<file path="config.mk">
export PLATFORM = sky130hd
export DESIGN_NAME = sorted_key_run_prefix_encoder_unit
export DESIGN_NICKNAME = d
export VERILOG_FILES = /design/src/hw/rtl/skrpe_pkg.sv /design/src/hw/rtl/sorted_key_run_prefix_encoder_unit.sv /design/src/hw/rtl/skrpe_front.sv /design/src/hw/rtl/skrpe_queue.sv /design/src/hw/rtl/skrpe_back.sv
export SDC_FILE = /design/constraint.sdc
export NUM_CORES = 2
export LEC_CHECK = 0
export BUFFER_PORTS_ARGS = -buffer_cell sky130_fd_sc_hd__buf_2
export CORE_MARGIN = 1.5
export CORE_UTILIZATION = 45
export DETAILED_ROUTE_END_ITERATION = 16
export GPL_TIMING_DRIVEN = 0
export HOLD_SLACK_MARGIN = 0.03
export PLACE_DENSITY = 0.7
export SETUP_SLACK_MARGIN = 0.4
export SLEW_MARGIN = 30
export SYNTH_ARGS = -nofsm -noshare
export SYNTH_HDL_FRONTEND = slang
export SYNTH_HIERARCHICAL = 1
export SYNTH_SLANG_ARGS = --single-unit
</file>
<file path="constraint.sdc">
create_clock -name clk_i -period 88.4 [get_ports clk_i]
set_input_delay 17.68 -clock clk_i [delete_from_list [all_inputs] [get_ports clk_i]]
set_output_delay 17.68 -clock clk_i [all_outputs]
set_load 0.1 [all_outputs]
</file>
<file path="src/hw/rtl/skrpe_pkg.sv">
`timescale 1ns / 1ps
`default_nettype none
// ----------------------------------------------------------------------------
// Sorted key run prefix encoder package
// Shared types, constants and helpers for the run encoder front, queue and back.
// ----------------------------------------------------------------------------
package skrpe_pkg;

  localparam int unsigned KeyBytes  = 32;
  localparam int unsigned KeyBits   = 8 * KeyBytes;
  localparam int unsigned PosBits   = $clog2(KeyBytes);
  localparam int unsigned LenBits   = 25;
  localparam int unsigned RemBits   = 24;
  localparam int unsigned QueueDepth = 2;

  localparam logic [LenBits-1:0] RunMax    = 25'd16843009;
  localparam logic [LenBits-1:0] BiasByte  = 25'd2;
  localparam logic [LenBits-1:0] BiasShort = 25'd258;
  localparam logic [LenBits-1:0] BiasLong  = 25'd65794;

  localparam logic ReqKey    = 1'b0;
  localparam logic ReqFinish = 1'b1;

  // length class, equal to the number of trailing count bytes
  typedef enum logic [1:0] {
    LC_ONE   = 2'd0,
    LC_BYTE  = 2'd1,
    LC_SHORT = 2'd2,
    LC_LONG  = 2'd3
  } len_class_e;

  typedef struct packed {
    logic        req_type;
    logic [63:0] key_word0;
    logic [63:0] key_word1;
    logic [63:0] key_word2;
    logic [63:0] key_word3;
  } in_req_t;

  typedef struct packed {
    logic [7:0] out_byte;
    logic       symbol_end;
    logic       stream_end;
  } out_rsp_t;

  // one finished run, ready to be serialised
  typedef struct packed {
    logic [KeyBits-1:0] start_key;
    logic [PosBits-1:0] shared;
    len_class_e         cls;
    logic [RemBits-1:0] rem;
    logic               fin;
  } sym_desc_t;

  typedef struct packed {
    logic      push;
    sym_desc_t desc;
  } sym_push_t;

  // byte 0 is the most significant byte of the key
  function automatic logic [7:0] key_byte(input logic [KeyBits-1:0] k,
                                          input logic [PosBits-1:0] b);
    logic [PosBits-1:0] rb;
    rb = ~b;
    return k[{rb, 3'b000} +: 8];
  endfunction

endpackage
`default_nettype wire

</file>
<file path="src/hw/rtl/sorted_key_run_prefix_encoder_unit.sv">
`timescale 1ns / 1ps
`default_nettype none
// ----------------------------------------------------------------------------
// Sorted key run prefix encoder
// A key that extends the open run is taken with no output. A finished run leaves
// as a symbol of 2 to 36 bytes, one byte per cycle from the serialiser while the
// output is not stalled; its descriptor passes through the queue entry and the
// serialiser's descriptor register before the registered opcode is valid.
// Requests stall only while the descriptor queue is full.
// Reset (async, active low) empties the queue and clears all run state.
// ----------------------------------------------------------------------------
module sorted_key_run_prefix_encoder_unit #(
  parameter int unsigned QueueDepth = skrpe_pkg::QueueDepth
) (
  input  wire logic               clk_i,
  input  wire logic               rst_ni,
  input  wire logic               in_valid_i,
  output logic                    in_stall_o,
  input  wire skrpe_pkg::in_req_t in_req_i,
  output logic                    out_valid_o,
  input  wire logic               out_stall_i,
  output skrpe_pkg::out_rsp_t     out_rsp_o
);

  skrpe_pkg::sym_push_t push;
  skrpe_pkg::sym_desc_t q_data;
  logic                 q_full;
  logic                 q_empty;
  logic                 q_pop;

  skrpe_front u_front (
    .clk_i      (clk_i),
    .rst_ni     (rst_ni),
    .in_valid_i (in_valid_i),
    .in_stall_o (in_stall_o),
    .in_req_i   (in_req_i),
    .q_full_i   (q_full),
    .push_o     (push)
  );

  skrpe_queue #(
    .Depth (QueueDepth)
  ) u_queue (
    .clk_i   (clk_i),
    .rst_ni  (rst_ni),
    .push_i  (push),
    .full_o  (q_full),
    .pop_i   (q_pop),
    .empty_o (q_empty),
    .data_o  (q_data)
  );

  skrpe_back u_back (
    .clk_i       (clk_i),
    .rst_ni      (rst_ni),
    .q_empty_i   (q_empty),
    .q_data_i    (q_data),
    .q_pop_o     (q_pop),
    .out_valid_o (out_valid_o),
    .out_stall_i (out_stall_i),
    .out_rsp_o   (out_rsp_o)
  );

endmodule
`default_nettype wire

</file>
<file path="src/hw/rtl/skrpe_front.sv">
`timescale 1ns / 1ps
`default_nettype none
// ----------------------------------------------------------------------------
// Run encoder front
// Accepts key and finish requests, tracks the open run and hands finished runs
// to the symbol queue as descriptors.
// ----------------------------------------------------------------------------
module skrpe_front (
  input  wire logic               clk_i,
  input  wire logic               rst_ni,
  input  wire logic               in_valid_i,
  output logic                    in_stall_o,
  input  wire skrpe_pkg::in_req_t in_req_i,
  input  wire logic               q_full_i,
  output skrpe_pkg::sym_push_t    push_o
);

  logic [skrpe_pkg::KeyBits-1:0] next_exp_q, next_exp_d;
  logic [skrpe_pkg::KeyBits-1:0] run_start_q, run_start_d;
  logic [skrpe_pkg::KeyBits-1:0] prior_end_q, prior_end_d;
  logic [skrpe_pkg::LenBits-1:0] run_len_q, run_len_d;
  logic                          run_open_q, run_open_d;

  logic [skrpe_pkg::KeyBits-1:0] key;
  logic [skrpe_pkg::KeyBits-1:0] key_inc;
  logic                          accept;
  logic                          extend;
  logic [skrpe_pkg::PosBits-1:0] shared;
  skrpe_pkg::len_class_e         cls;
  logic [skrpe_pkg::LenBits-1:0] bias;
  logic [skrpe_pkg::LenBits-1:0] rem_full;

  assign key = {in_req_i.key_word0, in_req_i.key_word1,
                in_req_i.key_word2, in_req_i.key_word3};
  assign key_inc = key + {{(skrpe_pkg::KeyBits-1){1'b0}}, 1'b1};

  assign in_stall_o = q_full_i;
  assign accept     = in_valid_i && !q_full_i;

  assign extend = run_open_q && (key == next_exp_q) && (run_len_q < skrpe_pkg::RunMax);

  // leading bytes shared with the reference key, capped at the last byte
  always_comb begin
    shared = skrpe_pkg::PosBits'(skrpe_pkg::KeyBytes - 1);
    for (int b = skrpe_pkg::KeyBytes - 2; b >= 0; b--) begin
      if (skrpe_pkg::key_byte(run_start_q, skrpe_pkg::PosBits'(b)) !=
          skrpe_pkg::key_byte(prior_end_q, skrpe_pkg::PosBits'(b))) begin
        shared = skrpe_pkg::PosBits'(b);
      end
    end
  end

  always_comb begin
    if (run_len_q <= skrpe_pkg::LenBits'(1)) begin
      cls  = skrpe_pkg::LC_ONE;
      bias = run_len_q;
    end else if (run_len_q < skrpe_pkg::BiasShort) begin
      cls  = skrpe_pkg::LC_BYTE;
      bias = skrpe_pkg::BiasByte;
    end else if (run_len_q < skrpe_pkg::BiasLong) begin
      cls  = skrpe_pkg::LC_SHORT;
      bias = skrpe_pkg::BiasShort;
    end else begin
      cls  = skrpe_pkg::LC_LONG;
      bias = skrpe_pkg::BiasLong;
    end
  end

  assign rem_full = run_len_q - bias;

  always_comb begin
    next_exp_d  = next_exp_q;
    run_start_d = run_start_q;
    prior_end_d = prior_end_q;
    run_len_d   = run_len_q;
    run_open_d  = run_open_q;

    push_o.push           = 1'b0;
    push_o.desc.start_key = run_start_q;
    push_o.desc.shared    = shared;
    push_o.desc.cls       = cls;
    push_o.desc.rem       = rem_full[skrpe_pkg::RemBits-1:0];
    push_o.desc.fin       = 1'b0;

    if (accept) begin
      if (in_req_i.req_type == skrpe_pkg::ReqFinish) begin
        push_o.push      = run_open_q;
        push_o.desc.fin  = 1'b1;
        next_exp_d  = '0;
        run_start_d = '0;
        prior_end_d = '0;
        run_len_d   = '0;
        run_open_d  = 1'b0;
      end else begin
        next_exp_d = key_inc;
        if (!run_open_q) begin
          run_open_d  = 1'b1;
          run_len_d   = skrpe_pkg::LenBits'(1);
          run_start_d = key;
        end else if (extend) begin
          run_len_d = run_len_q + skrpe_pkg::LenBits'(1);
        end else begin
          push_o.push = 1'b1;
          prior_end_d = next_exp_q;
          run_start_d = key;
          run_len_d   = skrpe_pkg::LenBits'(1);
        end
      end
    end
  end

  always_ff @(posedge clk_i or negedge rst_ni) begin
    if (!rst_ni) begin
      next_exp_q  <= '0;
      run_start_q <= '0;
      prior_end_q <= '0;
      run_len_q   <= '0;
      run_open_q  <= 1'b0;
    end else begin
      next_exp_q  <= next_exp_d;
      run_start_q <= run_start_d;
      prior_end_q <= prior_end_d;
      run_len_q   <= run_len_d;
      run_open_q  <= run_open_d;
    end
  end

endmodule
`default_nettype wire

</file>
<file path="src/hw/rtl/skrpe_queue.sv">
`timescale 1ns / 1ps
`default_nettype none
// ----------------------------------------------------------------------------
// Symbol descriptor queue
// Small register queue between the run tracker and the byte serialiser.
// ----------------------------------------------------------------------------
module skrpe_queue #(
  parameter int unsigned Depth = skrpe_pkg::QueueDepth
) (
  input  wire logic                 clk_i,
  input  wire logic                 rst_ni,
  input  wire skrpe_pkg::sym_push_t push_i,
  output logic                      full_o,
  input  wire logic                 pop_i,
  output logic                      empty_o,
  output skrpe_pkg::sym_desc_t      data_o
);

  localparam int unsigned PtrBits = (Depth > 1) ? $clog2(Depth) : 1;
  localparam int unsigned CntBits = $clog2(Depth + 1);

  skrpe_pkg::sym_desc_t entries_q [Depth];
  logic [PtrBits-1:0] wr_ptr_q, wr_ptr_d;
  logic [PtrBits-1:0] rd_ptr_q, rd_ptr_d;
  logic [CntBits-1:0] count_q, count_d;
  logic               do_push;
  logic               do_pop;

  assign full_o  = (count_q == CntBits'(Depth));
  assign empty_o = (count_q == '0);
  assign data_o  = entries_q[rd_ptr_q];

  assign do_push = push_i.push && !full_o;
  assign do_pop  = pop_i && !empty_o;

  always_comb begin
    wr_ptr_d = wr_ptr_q;
    rd_ptr_d = rd_ptr_q;
    count_d  = count_q;
    if (do_push) begin
      wr_ptr_d = (wr_ptr_q == PtrBits'(Depth - 1)) ? '0 : wr_ptr_q + PtrBits'(1);
    end
    if (do_pop) begin
      rd_ptr_d = (rd_ptr_q == PtrBits'(Depth - 1)) ? '0 : rd_ptr_q + PtrBits'(1);
    end
    if (do_push && !do_pop) begin
      count_d = count_q + CntBits'(1);
    end else if (do_pop && !do_push) begin
      count_d = count_q - CntBits'(1);
    end
  end

  always_ff @(posedge clk_i or negedge rst_ni) begin
    if (!rst_ni) begin
      wr_ptr_q <= '0;
      rd_ptr_q <= '0;
      count_q  <= '0;
    end else begin
      wr_ptr_q <= wr_ptr_d;
      rd_ptr_q <= rd_ptr_d;
      count_q  <= count_d;
    end
  end

  always_ff @(posedge clk_i) begin
    if (do_push) begin
      entries_q[wr_ptr_q] <= push_i.desc;
    end
  end

endmodule
`default_nettype wire

</file>
<file path="src/hw/rtl/skrpe_back.sv">
`timescale 1ns / 1ps
`default_nettype none
// ----------------------------------------------------------------------------
// Symbol serialiser
// Takes one descriptor at a time and emits opcode, differing key bytes and
// count bytes through a registered output, one byte per cycle while not stalled.
// ----------------------------------------------------------------------------
module skrpe_back (
  input  wire logic                 clk_i,
  input  wire logic                 rst_ni,
  input  wire logic                 q_empty_i,
  input  wire skrpe_pkg::sym_desc_t q_data_i,
  output logic                      q_pop_o,
  output logic                      out_valid_o,
  input  wire logic                 out_stall_i,
  output skrpe_pkg::out_rsp_t       out_rsp_o
);

  typedef enum logic [3:0] {
    ST_IDLE = 4'b0001,
    ST_OP   = 4'b0010,
    ST_KEY  = 4'b0100,
    ST_CNT  = 4'b1000
  } ser_state_e;

  ser_state_e                    state_q, state_d;
  skrpe_pkg::sym_desc_t          sym_q, sym_d;
  logic [skrpe_pkg::PosBits-1:0] pos_q, pos_d;
  logic [1:0]                    cnt_q, cnt_d;
  logic                          out_valid_q, out_valid_d;
  skrpe_pkg::out_rsp_t           out_q, out_d;
  logic                          adv;
  logic                          last_key;
  logic [7:0]                    cnt_byte;

  assign adv      = !out_valid_q || !out_stall_i;
  assign last_key = (pos_q == skrpe_pkg::PosBits'(skrpe_pkg::KeyBytes - 1));

  always_comb begin
    case (cnt_q)
      2'd3:    cnt_byte = sym_q.rem[23:16];
      2'd2:    cnt_byte = sym_q.rem[15:8];
      default: cnt_byte = sym_q.rem[7:0];
    endcase
  end

  always_comb begin
    state_d     = state_q;
    sym_d       = sym_q;
    pos_d       = pos_q;
    cnt_d       = cnt_q;
    out_d       = out_q;
    out_valid_d = out_valid_q && out_stall_i;
    q_pop_o     = 1'b0;

    unique case (state_q)
      ST_IDLE: begin
        if (!q_empty_i) begin
          q_pop_o = 1'b1;
          sym_d   = q_data_i;
          state_d = ST_OP;
        end
      end
      ST_OP: begin
        if (adv) begin
          out_valid_d      = 1'b1;
          out_d.out_byte   = {1'b0, sym_q.cls, sym_q.shared};
          out_d.symbol_end = 1'b0;
          out_d.stream_end = 1'b0;
          pos_d            = sym_q.shared;
          state_d          = ST_KEY;
        end
      end
      ST_KEY: begin
        if (adv) begin
          out_valid_d      = 1'b1;
          out_d.out_byte   = skrpe_pkg::key_byte(sym_q.start_key, pos_q);
          out_d.symbol_end = last_key && (sym_q.cls == skrpe_pkg::LC_ONE);
          out_d.stream_end = last_key && (sym_q.cls == skrpe_pkg::LC_ONE) && sym_q.fin;
          if (last_key) begin
            cnt_d   = sym_q.cls;
            state_d = (sym_q.cls == skrpe_pkg::LC_ONE) ? ST_IDLE : ST_CNT;
          end else begin
            pos_d = pos_q + skrpe_pkg::PosBits'(1);
          end
        end
      end
      ST_CNT: begin
        if (adv) begin
          out_valid_d      = 1'b1;
          out_d.out_byte   = cnt_byte;
          out_d.symbol_end = (cnt_q == 2'd1);
          out_d.stream_end = (cnt_q == 2'd1) && sym_q.fin;
          cnt_d            = cnt_q - 2'd1;
          if (cnt_q == 2'd1) begin
            state_d = ST_IDLE;
          end
        end
      end
      default: begin
        state_d = ST_IDLE;
      end
    endcase
  end

  always_ff @(posedge clk_i or negedge rst_ni) begin
    if (!rst_ni) begin
      state_q     <= ST_IDLE;
      out_valid_q <= 1'b0;
    end else begin
      state_q     <= state_d;
      out_valid_q <= out_valid_d;
    end
  end

  always_ff @(posedge clk_i) begin
    sym_q <= sym_d;
    pos_q <= pos_d;
    cnt_q <= cnt_d;
    out_q <= out_d;
  end

  assign out_valid_o = out_valid_q;
  assign out_rsp_o   = out_q;

endmodule
`default_nettype wire

</file>
==> results.json <==
{
  "status": "complete, no violations",
  "die_y_um": 413.7,
  "p_clk_share_pct": 25.0,
  "port_buffers": 210,
  "vias_per_cell": 6.295,
  "power_frac_comb_pct": 30.8,
  "post-cts-setup-buffers": 0,
  "hold_class": "reg -> reg",
  "clkTransAtPathRegs_ps": 60,
  "arrival_ps": 24400,
  "dieArea_um2": 171100,
  "final_cell_area_um2": 87070,
  "ys_types": 85,
  "cts.repair.resized": 0,
  "fin_worst_skew_ps": 38.95,
  "p_leak_nw": 34.01,
  "yosys_warnings": 6,
  "ys.flop_type": "edfxtp_1",
  "tns_ps": 0,
  "grt_max_degree": 119,
  "period_needed_ps": 23820,
  "placed_cell_area_um2": 81140,
  "critPathKind": "in -> reg",
  "antenna_found_initial": 39,
  "cp-end-kind": "flop",
  "cts-buffers-inserted": 172,
  "drtPass1Iterations": 6,
  "hpwlAfterDp_um": 240100,
  "path_common_cell": "buf_16",
  "ys_seq_area_share_pct": 61.08,
  "synth_top_area_share_pct": 34.86,
  "drc": 0,
  "hold_viol": 0,
  "post_drt_wl_per_cell_um": 35.47,
  "pwr-share-seq_pct": 44.2,
  "syn_avg_cell_area_um2": 13.21,
  "area_delta_synth_final_pct": 14.74,
  "path_cells": "buf_2 > xnor2_1 > nand4_1 > nor4_1 > nand4_1 > a2111o_1 > or4_1 > buf_2 > nand2_2 > buf_4 > buf_4 > nor2_1 > nand2_1 > nor2_4 > buf_16 > buf_16 > buf_16 > buf_16 > buf_16 > buf_16 > buf_16 > buf_16 > buf_16",
  "overflow": 0,
  "wirelength_um": 304700,
  "final_antenna_net_count": 0,
  "max_clock_freq_ghz": 0.04198,
  "fin_crit_sh_pct": 26.95,
  "nets": 6499,
  "cts_tree": "built",
  "cts_root_buf": "clkbuf_16",
  "core_um2": 167200,
  "grt_pass1_wl_um": 413500,
  "slowest_delay_ps": 740,
  "synthTopCellsByArea": "edfxtp_1, dfrtp_1, a22o_1",
  "start_util_pct": 45.38,
  "cp_slowest_cell": "xnor2_1",
  "grt_usage_pct": 35.29,
  "drtIter0Drc": 7423,
  "critPathMaxFanout": 21,
  "vias": 54090,
  "switching_share_pct": 36.91,
  "vdd_drop_max_mv": 0.02182,
  "clockBufferDepth": 3,
  "num_rows": 150,
  "max-cap-violations": 0,
  "worst_pin_slew_ps": 1162,
  "io-pin-count": 273,
  "required_ps": 88970,
  "htree_levels": 4,
  "p_total_w": 0.002984,
  "rsz0062_at_grt": "no",
  "p_int_w": 0.001883,
  "clk_latency_ps": 850,
  "async_flop_share_pct": 47.43,
  "syn-cell-area_um2": 75890,
  "synth_seq_cells": 1676,
  "synthCells": 5743,
  "power.density_nw_per_um2": 34.27,
  "drv_slew": 0,
  "synth_edf_count": 881,
  "path_buf_inv": 13,
  "cts.sinks": 1676,
  "gp_congestion": 1.063,
  "switching_power_w": 0.001101,
  "finalSetupViolations": 0,
  "cts_hold_buf": 0,
  "mostFrequentLayoutCells": "edfxtp_1, dfrtp_1, a22o_1",
  "drive_above_1_share_pct": 17.39,
  "yosysTopAreaCell": "edfxtp_1",
  "die_x_um": 413.7,
  "grt_pass1_vias": 51470,
  "max-slew-margin-rel_pct": 22.01,
  "layout_commonest_cell": "edfxtp_1",
  "cp_top_family": "simple AND/OR/NAND/NOR gates",
  "startpoint_type": "input port",
  "syn_nets": 6016
}
cell type report:
type / instances / area [um2]
antenna: 11 / 27.53
buffer: 346 / 1942
clock buffer: 248 / 4994
clock inverter: 77 / 873.3
fill: 14050 / 80150
inverter: 137 / 514.2
multi-input combinational: 3584 / 27360
sequential: 1676 / 46350
tap: 2204 / 2758
timing repair buffer: 309 / 2255
path summary, 6_finish.rpt:
check | start | end | slack [ps] | cells after the start
worst max-delay path | in_req_i[86] | u_queue/entries_q[0][153] | 64580 | 23
worst min-delay path | u_front/next_exp_q[1] | u_front/next_exp_q[1] | 500 | 2
worst max register to register | u_front/next_exp_q[86] | u_queue/entries_q[0][153] | 81170 | 22
worst min register to register | u_front/next_exp_q[1] | u_front/next_exp_q[1] | 500 | 2
max in group asynchronous | rst_ni | u_front/run_start_q[60] | 69640 | 4
min in group asynchronous | rst_ni | u_front/run_start_q[201] | 16770 | 1
power groups by stage:
stage / registers [W] / clock network (W) / logic (W)
2_1_floorplan: 0.00132 / 0 / 0.000523
3_3_place_gp: 0.00146 / 0 / 0.000843
3_5_place_dp: 0.00132 / 0 / 0.000890
4_1_cts: 0.00131 / 0.000753 / 0.000897
5_1_grt: 0.00133 / 0.000783 / 0.000950
6_report: 0.00132 / 0.000745 / 0.000919
kinds of logic after synthesis:
| logic type | count (synthesis) | share of synthesized area [%] |
|---|---|---|
| other | 1 | 0.004942 |
| AO/OA/AOI/OAI | 1013 | 10.14 |
| multiplexers | 399 | 7.340 |
| flip-flops | 1676 | 61.08 |
| XOR/XNOR | 652 | 7.525 |
| adder cells (fa/ha/maj) | 12 | 0.1978 |
| buffers and inverters | 483 | 3.217 |
| AND/OR/NAND/NOR | 1507 | 10.50 |
state kept, by name (all words and copies together) (netlist names), 4 cells and up:
register / flops
u_queue/entries_q: 576
u_back/sym_q: 288
u_back/state_q: 4
u_back/out_rsp_o: 10
u_front/run_len_q: 25
u_front/next_exp_q: 256
u_front/prior_end_q: 248
u_back/pos_q: 5
u_front/run_start_q: 256
per-stage QoR:
stage          setup slack [ps]  cells  utilization [%]  hold WS, ps
2_1_floorplan             53910   5743                -        459.6
3_3_place_gp              33620   8157            47.66        474.4
3_5_place_dp              63930   8256            48.52        481.6
4_1_cts                   64790   8581            52.03        495.6
5_1_grt                   64660   8586            52.06        520.2
6_report                  64580   8592            52.07        500.0
tightest hold or removal path, delay by kind of cell, from the launching register on:
kind	cells	cell delay, ps
simple gates	2	110
flops	1	360
synthesized netlist by cell type, drive strengths merged (7+ instances only):
cell type  instances
a2111o            12
a2111oi            9
a21oi             31
a22o             506
a22oi             24
a31oi              9
a32oi              8
and2              25
and3              55
and4              23
buf              131
clkbuf           215
dfrtp            794
edfxtp           881
ha                12
inv              137
mux2             291
mux2i             72
mux4              36
nand2            399
nand2b           132
nand3            137
nand3b            11
nand4            187
nand4b            14
nor2             172
nor2b             45
nor3             102
nor3b             10
nor4             127
nor4b              9
o2111ai           30
o211ai            13
o21ai            216
o221ai            10
o22ai             82
o31ai             20
o41ai              7
or2                9
or3               21
or4               19
xnor2            440
xor2             212
metal layers:
| metal | vias to the layer above | GRT usage (%) | routed length, um | share of wire, % |
|---|---|---|---|---|
| met5 | - | 0 | 245 | 0.080 |
| met1 | 27660 | 46.94 | 119700 | 39 |
| met3 | 640 | 9.114 | 31120 | 10 |
| met2 | 3258 | 54.37 | 137600 | 45 |
| met4 | 28 | 15.81 | 16130 | 5.3 |
| li1 | 22500 | - | - | - |
Note: power is estimated with default switching activity, not from simulation.
